===== src/rtl/rtnh_pkg.sv =====
// ----------------------------------------------------------------------------
// rtnh_pkg
// shared types, constants and the product schedule of the nearest-hit block
// ----------------------------------------------------------------------------
package rtnh_pkg;

  localparam int AW = 104;
  localparam int NUM_STEPS = 36;
  localparam logic [15:0] INDEX_CAP = 16'hFFFF;
  localparam logic [30:0] T_ALL_ONES = 31'h7FFF_FFFF;

  localparam logic [2:0] REG_ORIGIN_X = 3'd0;
  localparam logic [2:0] REG_ORIGIN_Y = 3'd1;
  localparam logic [2:0] REG_ORIGIN_Z = 3'd2;
  localparam logic [2:0] REG_DIR_X = 3'd3;
  localparam logic [2:0] REG_DIR_Y = 3'd4;
  localparam logic [2:0] REG_DIR_Z = 3'd5;
  localparam logic [2:0] REG_DET_THR = 3'd6;
  localparam logic [2:0] REG_MIN_DIST = 3'd7;

  localparam logic [2:0] SRC_D = 3'd0;
  localparam logic [2:0] SRC_E1 = 3'd1;
  localparam logic [2:0] SRC_E2 = 3'd2;
  localparam logic [2:0] SRC_TV = 3'd3;
  localparam logic [2:0] SRC_PL = 3'd4;
  localparam logic [2:0] SRC_PH = 3'd5;
  localparam logic [2:0] SRC_QL = 3'd6;
  localparam logic [2:0] SRC_QH = 3'd7;

  localparam logic [2:0] DST_NONE = 3'd0;
  localparam logic [2:0] DST_P = 3'd1;
  localparam logic [2:0] DST_Q = 3'd2;
  localparam logic [2:0] DST_DET = 3'd3;
  localparam logic [2:0] DST_UN = 3'd4;
  localparam logic [2:0] DST_VN = 3'd5;
  localparam logic [2:0] DST_TN = 3'd6;

  typedef struct packed {
    logic [2:0][31:0] org;
    logic [2:0][31:0] dir;
    logic [62:0]      thr;
    logic [30:0]      min_dist;
  } cfg_t;

  typedef struct packed {
    logic [2:0][32:0] e1;
    logic [2:0][32:0] e2;
    logic [2:0][32:0] tv;
    logic             last;
  } tri_t;

  typedef struct packed {
    logic             found;
    logic [30:0]      distance;
    logic [15:0]      index;
    logic [2:0][31:0] coord;
  } res_t;

  typedef struct packed {
    logic [2:0] a_src;
    logic [1:0] a_idx;
    logic [2:0] b_src;
    logic [1:0] b_idx;
    logic       neg;
    logic       shift;
    logic       clr;
    logic       last;
    logic [2:0] dst;
    logic [1:0] dst_idx;
  } ucode_t;

  function automatic ucode_t mk(input logic [2:0] as, input logic [1:0] ai,
                                input logic [2:0] bs, input logic [1:0] bi,
                                input logic neg, input logic clr, input logic last,
                                input logic [2:0] dst, input logic [1:0] di);
    ucode_t u;
    u.a_src = as;
    u.a_idx = ai;
    u.b_src = bs;
    u.b_idx = bi;
    u.neg = neg;
    u.shift = (bs == SRC_PH) || (bs == SRC_QH);
    u.clr = clr;
    u.last = last;
    u.dst = dst;
    u.dst_idx = di;
    return u;
  endfunction

  // p = d x e2, q = tv x e1, then det, un, vn, tn as split dot products
  function automatic ucode_t ucode(input logic [5:0] step);
    ucode_t u;
    case (step)
      6'd0:  u = mk(SRC_D, 2'd1, SRC_E2, 2'd2, 1'b0, 1'b1, 1'b0, DST_NONE, 2'd0);
      6'd1:  u = mk(SRC_D, 2'd2, SRC_E2, 2'd1, 1'b1, 1'b0, 1'b1, DST_P, 2'd0);
      6'd2:  u = mk(SRC_D, 2'd2, SRC_E2, 2'd0, 1'b0, 1'b1, 1'b0, DST_NONE, 2'd0);
      6'd3:  u = mk(SRC_D, 2'd0, SRC_E2, 2'd2, 1'b1, 1'b0, 1'b1, DST_P, 2'd1);
      6'd4:  u = mk(SRC_D, 2'd0, SRC_E2, 2'd1, 1'b0, 1'b1, 1'b0, DST_NONE, 2'd0);
      6'd5:  u = mk(SRC_D, 2'd1, SRC_E2, 2'd0, 1'b1, 1'b0, 1'b1, DST_P, 2'd2);
      6'd6:  u = mk(SRC_TV, 2'd1, SRC_E1, 2'd2, 1'b0, 1'b1, 1'b0, DST_NONE, 2'd0);
      6'd7:  u = mk(SRC_TV, 2'd2, SRC_E1, 2'd1, 1'b1, 1'b0, 1'b1, DST_Q, 2'd0);
      6'd8:  u = mk(SRC_TV, 2'd2, SRC_E1, 2'd0, 1'b0, 1'b1, 1'b0, DST_NONE, 2'd0);
      6'd9:  u = mk(SRC_TV, 2'd0, SRC_E1, 2'd2, 1'b1, 1'b0, 1'b1, DST_Q, 2'd1);
      6'd10: u = mk(SRC_TV, 2'd0, SRC_E1, 2'd1, 1'b0, 1'b1, 1'b0, DST_NONE, 2'd0);
      6'd11: u = mk(SRC_TV, 2'd1, SRC_E1, 2'd0, 1'b1, 1'b0, 1'b1, DST_Q, 2'd2);
      6'd12: u = mk(SRC_E1, 2'd0, SRC_PL, 2'd0, 1'b0, 1'b1, 1'b0, DST_NONE, 2'd0);
      6'd13: u = mk(SRC_E1, 2'd0, SRC_PH, 2'd0, 1'b0, 1'b0, 1'b0, DST_NONE, 2'd0);
      6'd14: u = mk(SRC_E1, 2'd1, SRC_PL, 2'd1, 1'b0, 1'b0, 1'b0, DST_NONE, 2'd0);
      6'd15: u = mk(SRC_E1, 2'd1, SRC_PH, 2'd1, 1'b0, 1'b0, 1'b0, DST_NONE, 2'd0);
      6'd16: u = mk(SRC_E1, 2'd2, SRC_PL, 2'd2, 1'b0, 1'b0, 1'b0, DST_NONE, 2'd0);
      6'd17: u = mk(SRC_E1, 2'd2, SRC_PH, 2'd2, 1'b0, 1'b0, 1'b1, DST_DET, 2'd0);
      6'd18: u = mk(SRC_TV, 2'd0, SRC_PL, 2'd0, 1'b0, 1'b1, 1'b0, DST_NONE, 2'd0);
      6'd19: u = mk(SRC_TV, 2'd0, SRC_PH, 2'd0, 1'b0, 1'b0, 1'b0, DST_NONE, 2'd0);
      6'd20: u = mk(SRC_TV, 2'd1, SRC_PL, 2'd1, 1'b0, 1'b0, 1'b0, DST_NONE, 2'd0);
      6'd21: u = mk(SRC_TV, 2'd1, SRC_PH, 2'd1, 1'b0, 1'b0, 1'b0, DST_NONE, 2'd0);
      6'd22: u = mk(SRC_TV, 2'd2, SRC_PL, 2'd2, 1'b0, 1'b0, 1'b0, DST_NONE, 2'd0);
      6'd23: u = mk(SRC_TV, 2'd2, SRC_PH, 2'd2, 1'b0, 1'b0, 1'b1, DST_UN, 2'd0);
      6'd24: u = mk(SRC_D, 2'd0, SRC_QL, 2'd0, 1'b0, 1'b1, 1'b0, DST_NONE, 2'd0);
      6'd25: u = mk(SRC_D, 2'd0, SRC_QH, 2'd0, 1'b0, 1'b0, 1'b0, DST_NONE, 2'd0);
      6'd26: u = mk(SRC_D, 2'd1, SRC_QL, 2'd1, 1'b0, 1'b0, 1'b0, DST_NONE, 2'd0);
      6'd27: u = mk(SRC_D, 2'd1, SRC_QH, 2'd1, 1'b0, 1'b0, 1'b0, DST_NONE, 2'd0);
      6'd28: u = mk(SRC_D, 2'd2, SRC_QL, 2'd2, 1'b0, 1'b0, 1'b0, DST_NONE, 2'd0);
      6'd29: u = mk(SRC_D, 2'd2, SRC_QH, 2'd2, 1'b0, 1'b0, 1'b1, DST_VN, 2'd0);
      6'd30: u = mk(SRC_E2, 2'd0, SRC_QL, 2'd0, 1'b0, 1'b1, 1'b0, DST_NONE, 2'd0);
      6'd31: u = mk(SRC_E2, 2'd0, SRC_QH, 2'd0, 1'b0, 1'b0, 1'b0, DST_NONE, 2'd0);
      6'd32: u = mk(SRC_E2, 2'd1, SRC_QL, 2'd1, 1'b0, 1'b0, 1'b0, DST_NONE, 2'd0);
      6'd33: u = mk(SRC_E2, 2'd1, SRC_QH, 2'd1, 1'b0, 1'b0, 1'b0, DST_NONE, 2'd0);
      6'd34: u = mk(SRC_E2, 2'd2, SRC_QL, 2'd2, 1'b0, 1'b0, 1'b0, DST_NONE, 2'd0);
      6'd35: u = mk(SRC_E2, 2'd2, SRC_QH, 2'd2, 1'b0, 1'b0, 1'b1, DST_TN, 2'd0);
      default: u = mk(SRC_D, 2'd0, SRC_D, 2'd0, 1'b0, 1'b0, 1'b0, DST_NONE, 2'd0);
    endcase
    return u;
  endfunction

endpackage


===== src/rtl/rtnh_front.sv =====
// ----------------------------------------------------------------------------
// rtnh_front
// takes triangles, forms edge and origin offset vectors, two-word queue
// ----------------------------------------------------------------------------
module rtnh_front import rtnh_pkg::*; (
  input  logic        clk,
  input  logic        rst,
  input  logic        push,
  output logic        full,
  input  logic [31:0] a_x,
  input  logic [31:0] a_y,
  input  logic [31:0] a_z,
  input  logic [31:0] b_x,
  input  logic [31:0] b_y,
  input  logic [31:0] b_z,
  input  logic [31:0] c_x,
  input  logic [31:0] c_y,
  input  logic [31:0] c_z,
  input  logic        last_triangle,
  input  cfg_t        cfg,
  output logic        item_valid,
  output tri_t        item,
  input  logic        item_take
);

  tri_t       slot [2];
  logic       wr_ptr;
  logic       rd_ptr;
  logic [1:0] count;
  tri_t       word;
  logic [2:0][31:0] va;
  logic [2:0][31:0] vb;
  logic [2:0][31:0] vc;
  logic       wr;
  logic       rd;

  assign va = {a_z, a_y, a_x};
  assign vb = {b_z, b_y, b_x};
  assign vc = {c_z, c_y, c_x};

  always_comb begin
    for (int i = 0; i < 3; i++) begin
      word.e1[i] = {vb[i][31], vb[i]} - {va[i][31], va[i]};
      word.e2[i] = {vc[i][31], vc[i]} - {va[i][31], va[i]};
      word.tv[i] = {cfg.org[i][31], cfg.org[i]} - {va[i][31], va[i]};
    end
    word.last = last_triangle;
  end

  assign full = (count == 2'd2);
  assign item_valid = (count != 2'd0);
  assign item = slot[rd_ptr];
  assign wr = push && !full;
  assign rd = item_take && item_valid;

  always_ff @(posedge clk) begin
    if (wr) begin
      slot[wr_ptr] <= word;
    end
  end

  always_ff @(posedge clk) begin
    if (rst) begin
      wr_ptr <= 1'b0;
      rd_ptr <= 1'b0;
      count <= 2'd0;
    end else begin
      if (wr) begin
        wr_ptr <= !wr_ptr;
      end
      if (rd) begin
        rd_ptr <= !rd_ptr;
      end
      count <= count + {1'b0, wr} - {1'b0, rd};
    end
  end

endmodule


===== config.mk =====
export PLATFORM = sky130hd
export DESIGN_NAME = rtnh_front
export DESIGN_NICKNAME = d
export VERILOG_FILES = /design/src/rtl/rtnh_pkg.sv /design/src/rtl/rtnh_front.sv
export SDC_FILE = /design/constraint.sdc
export NUM_CORES = 1
export LEC_CHECK = 0
export ABC_AREA = 0
export BUFFER_PORTS_ARGS = -buffer_cell sky130_fd_sc_hd__buf_2
export CAP_MARGIN = 30
export CORE_AREA = 2 2 340 342
export DETAILED_ROUTE_END_ITERATION = 10
export DIE_AREA = 0 0 342 344
export PLACE_DENSITY = 0.6
export SYNTH_ARGS = -nofsm -noshare
export SYNTH_HDL_FRONTEND = slang
export SYNTH_SLANG_ARGS = --single-unit

===== constraint.sdc =====
create_clock -name clk -period 21.4 [get_ports clk]
set_clock_uncertainty 0.2 [all_clocks]
set_input_delay 2.14 -clock clk [delete_from_list [all_inputs] [get_ports clk]]
set_output_delay 2.14 -clock clk [all_outputs]
set_load 0.005 [all_outputs]

==> reports/results.tsv <==
stage	metric	value	unit
clock_tree	maximum root-to-sink buffer count	3	
logic_synthesis	synth warn	0	
worst_setup_path	Largest delay share family, worst path	buffers and inverters	
sta	fin crit period	6.543	ns
logic_synthesis	xor and xnor area share after synthesis	0.06046	
power_and_ir_drop	P per Cell Area	97.61	nW/um2
drt	DR vias	26291	
global_routing	vias in the first global route	25707	
logic_synthesis	Synth cell types	85	
worst_setup_path	Setup CP Type	reg2out	
clock_tree	clk slew on worst S/H paths	0.06	ns
job	# Max-Cap Violations	0	
drt	WL/cell	21.09	um
power_and_ir_drop	leakage	18.11	nW
final_layout	most common cell after layout, fill and taps aside	buf_2	
logic_synthesis	Mapped Area	35780	um2
worst_setup_path	Critical Path AT	4.20	ns
logic_synthesis	Adder-Cell Fraction of Synth Area	0.1064	
drt	1st-iter DRT viols	1631	
worst_setup_path	type of origin of the critical path	flip-flop	
logic_synthesis	Synth Net Count	3842	
sta	final setup TNS	0	ns
logic_synthesis	synthesized instance count	2964	
logic_synthesis	post-synthesis register bit count	601	
clock_tree	Clock Sinks	601	
global_routing	largest net degree at the start of global routing	134	
worst_setup_path	CP Max Fanout	53	
logic_synthesis	Synth Area in Compound Gates	0.1385	
floorplan	Die Wd	342	um
logic_synthesis	mux cell area share after synthesis	0.09466	
worst_setup_path	CP max stage delay	0.74	ns
logic_synthesis	Syn Area/Cell	12.07	um2
logic_synthesis	EDFF count, synth	596	
global_routing	first-pass GRT wire length	159700	um
worst_setup_path	ordered list of cells on the worst path	buf_4, buf_4, buf_4, mux2_2, buf_2	
drt	post-route ant nets	0	
run_status	status	finished, final reports clean	
drt	Avg Vias per Cell	4.994	
sta	slew margin rel.	0.1795	
sta	Max Slew Vio Count	0	
drt	DR pass1 iterations	6	
clock_tree	Hold Buf Count CTS	0	
logic_synthesis	post-synthesis simple-gate area fraction	0.06976	
final_layout	most frequent cells in the layout	buf_2, edfxtp_1, mux2_2	
floorplan	row count	124	
final_layout	NumNets Final	4569	
floorplan	Die Span Y	344	um
clock_tree	Num CTS Buffers	75	
drt	DRC errors left	0	
place	GPL Wtd Cong	0.9203	
logic_synthesis	ys flop type	edfxtp_1	
final_layout	Util after Layout	0.3819	
sta	worst slew pin tran	1.231	ns
worst_setup_path	Req. time, crit path	19.06	ns
sta	endpoints failing setup	0	
floorplan	Starting Density	0.3142	
floorplan	total core area	113900	um2
sta	Final period util	0.3057	
clock_tree	Post-CTS Repair Setup Buffers	0	
global_routing	Congestion Overflow GR	0	
clock_tree	H-tree depth	3	
logic_synthesis	largest family of logic cells by synthesized area	compound AO/OA/AOI/OAI gates	
logic_synthesis	Seq/Total Area, Yosys	0.5030	
sta	unrepaired setup endpoints after global routing	false	
clock_tree	PostCTS Resize Cnt	0	
floorplan	Die ar.	117600	um2
min_path	Hold Path Class	reg2reg	
sta	final hold violation count	0	
worst_setup_path	CP max-delay cell	buf_4	
clock_tree	CTS tree	built	
floorplan	I/O pin count	879	
worst_setup_path	Setup crit end kind	primary output	
final_layout	Layout area overhead	21.54	%
worst_setup_path	Critical path buffers and inverters	4	
power_and_ir_drop	worst vdd ir	0.00008019	V
place	# port buffers	688	
global_routing	antenna violations before repair	21	
drt	final WL	111000	um
place	DP Wirelength	87070	um
clock_tree	Skew-Pair Late Insertion Delay	0.62	ns
clock_tree	CTS Root Buffer Type	clkbuf_16	
logic_synthesis	ys async rst share	0	
final_layout	share of cells above drive strength 1	0.3080	
global_routing	Total Routing Usage GR	0.1804	
sta	Fmax	152.8	MHz
worst_setup_path	most used cell, CP	buf_4	
==> cell type report <==
cell class / instances / area (um2)
repair buffers: 701 / 3586
well taps: 1512 / 1892
fillers: 11277 / 70390
diodes: 6 / 15.01
flip-flops and latches: 601 / 18000
clock buffers: 86 / 2003
multi-input cells: 2106 / 16820
clock inverters: 47 / 396.6
inverters: 206 / 773.2
==> layer usage <==
layer / wire length [um] / share of wire / vias to the layer above / GRT usage
li1: - / - / 12667 / -
met1: 44920 / 0.40 / 12572 / 0.2146
met2: 51780 / 0.47 / 866 / 0.3024
met3: 11470 / 0.10 / 154 / 0.07126
met4: 2660 / 0.024 / 32 / 0.04889
met5: 215 / 0.0019 / - / 0
==> state kept, by name (all words and copies together) (netlist names), named ones only <==
name,flops
wr_ptr,1
count,2
slot,596
rd_ptr,1
==> stage by stage <==
stage	instances	total power [W]	hold slack (ns)	instance area [um2]	setup WS (ns)
2_1_floorplan	2964	0.002524	0.2811	35780	5.667
3_3_place_gp	5125	0.003017	0.2944	41050	15.22
3_5_place_dp	5125	0.003029	0.3175	41050	15.22
4_1_cts	5258	0.004292	0.3387	43450	14.72
5_1_grt	5262	0.004458	0.3652	43480	14.61
6_report	5265	0.004245	0.3301	43490	14.86
==> path summary, 6_finish.rpt <==
kind	startpoint	end	slack [ns]	depth (start not counted)
max	flip-flop	item[277]	14.86	5
min	rd_ptr	flip-flop	0.33	2
max reg2reg	count[0]	slot[0][80]	17.42	6
min reg2reg	rd_ptr	flip-flop	0.33	2
==> cells by family (layout without fill, tap and decap cells) <==
family,count (synthesis),count (layout)
AOI/OAI and AO/OA,744,744
DFF,601,601
and+or+nand+nor,515,515
muxes,301,301
adders and majority gates,299,299
buffers and inverters,257,1040
xor gates and xnor gates,247,247
other,0,6
==> synthesized netlist by cell type, types with 5 or more instances <==
master,number,share of area
nor2_1,135,0.014
ha_1,290,0.10
and3_1,24,0.0042
a21oi_1,202,0.028
nor4_1,5,0.00087
or3_1,9,0.0016
nor2b_1,40,0.0070
clkbuf_1,46,0.0048
dfxtp_1,5,0.0028
a211oi_1,21,0.0044
a211o_1,10,0.0024
o21ai_1,19,0.0027
o211ai_1,13,0.0027
o31a_1,8,0.0020
nand4_1,25,0.0044
o22ai_1,11,0.0019
nand3_1,37,0.0052
o21ai_0,114,0.016
a31o_2,7,0.0017
edfxtp_1,596,0.50
a31oi_1,23,0.0040
nand2_1,136,0.014
xnor2_1,170,0.042
xor2_1,77,0.019
a221oi_1,5,0.0012
and4_1,5,0.0012
o21bai_1,35,0.0073
a21o_1,139,0.029
fa_1,9,0.0050
a221o_1,5,0.0014
nor3_1,33,0.0046
and2_1,16,0.0028
inv_1,206,0.022
o2111ai_1,6,0.0015
mux2_2,299,0.094
nand2b_1,30,0.0052
o31ai_1,9,0.0019
o21a_1,44,0.0092
or2_2,8,0.0014
a21boi_0,10,0.0021
==> power breakdown <==
part | switching, W | internal, W
registers | 0.0000487 | 0.00160
logic | 0.000779 | 0.000573
clock network | 0.000506 | 0.000742
==> tightest hold or removal path: stages, from the launching register on <==
cell     delay (ns)
dfxtp_1        0.33
xnor2_1        0.09
nor2_1         0.08
Note: power is estimated with default switching activity, not from simulation.
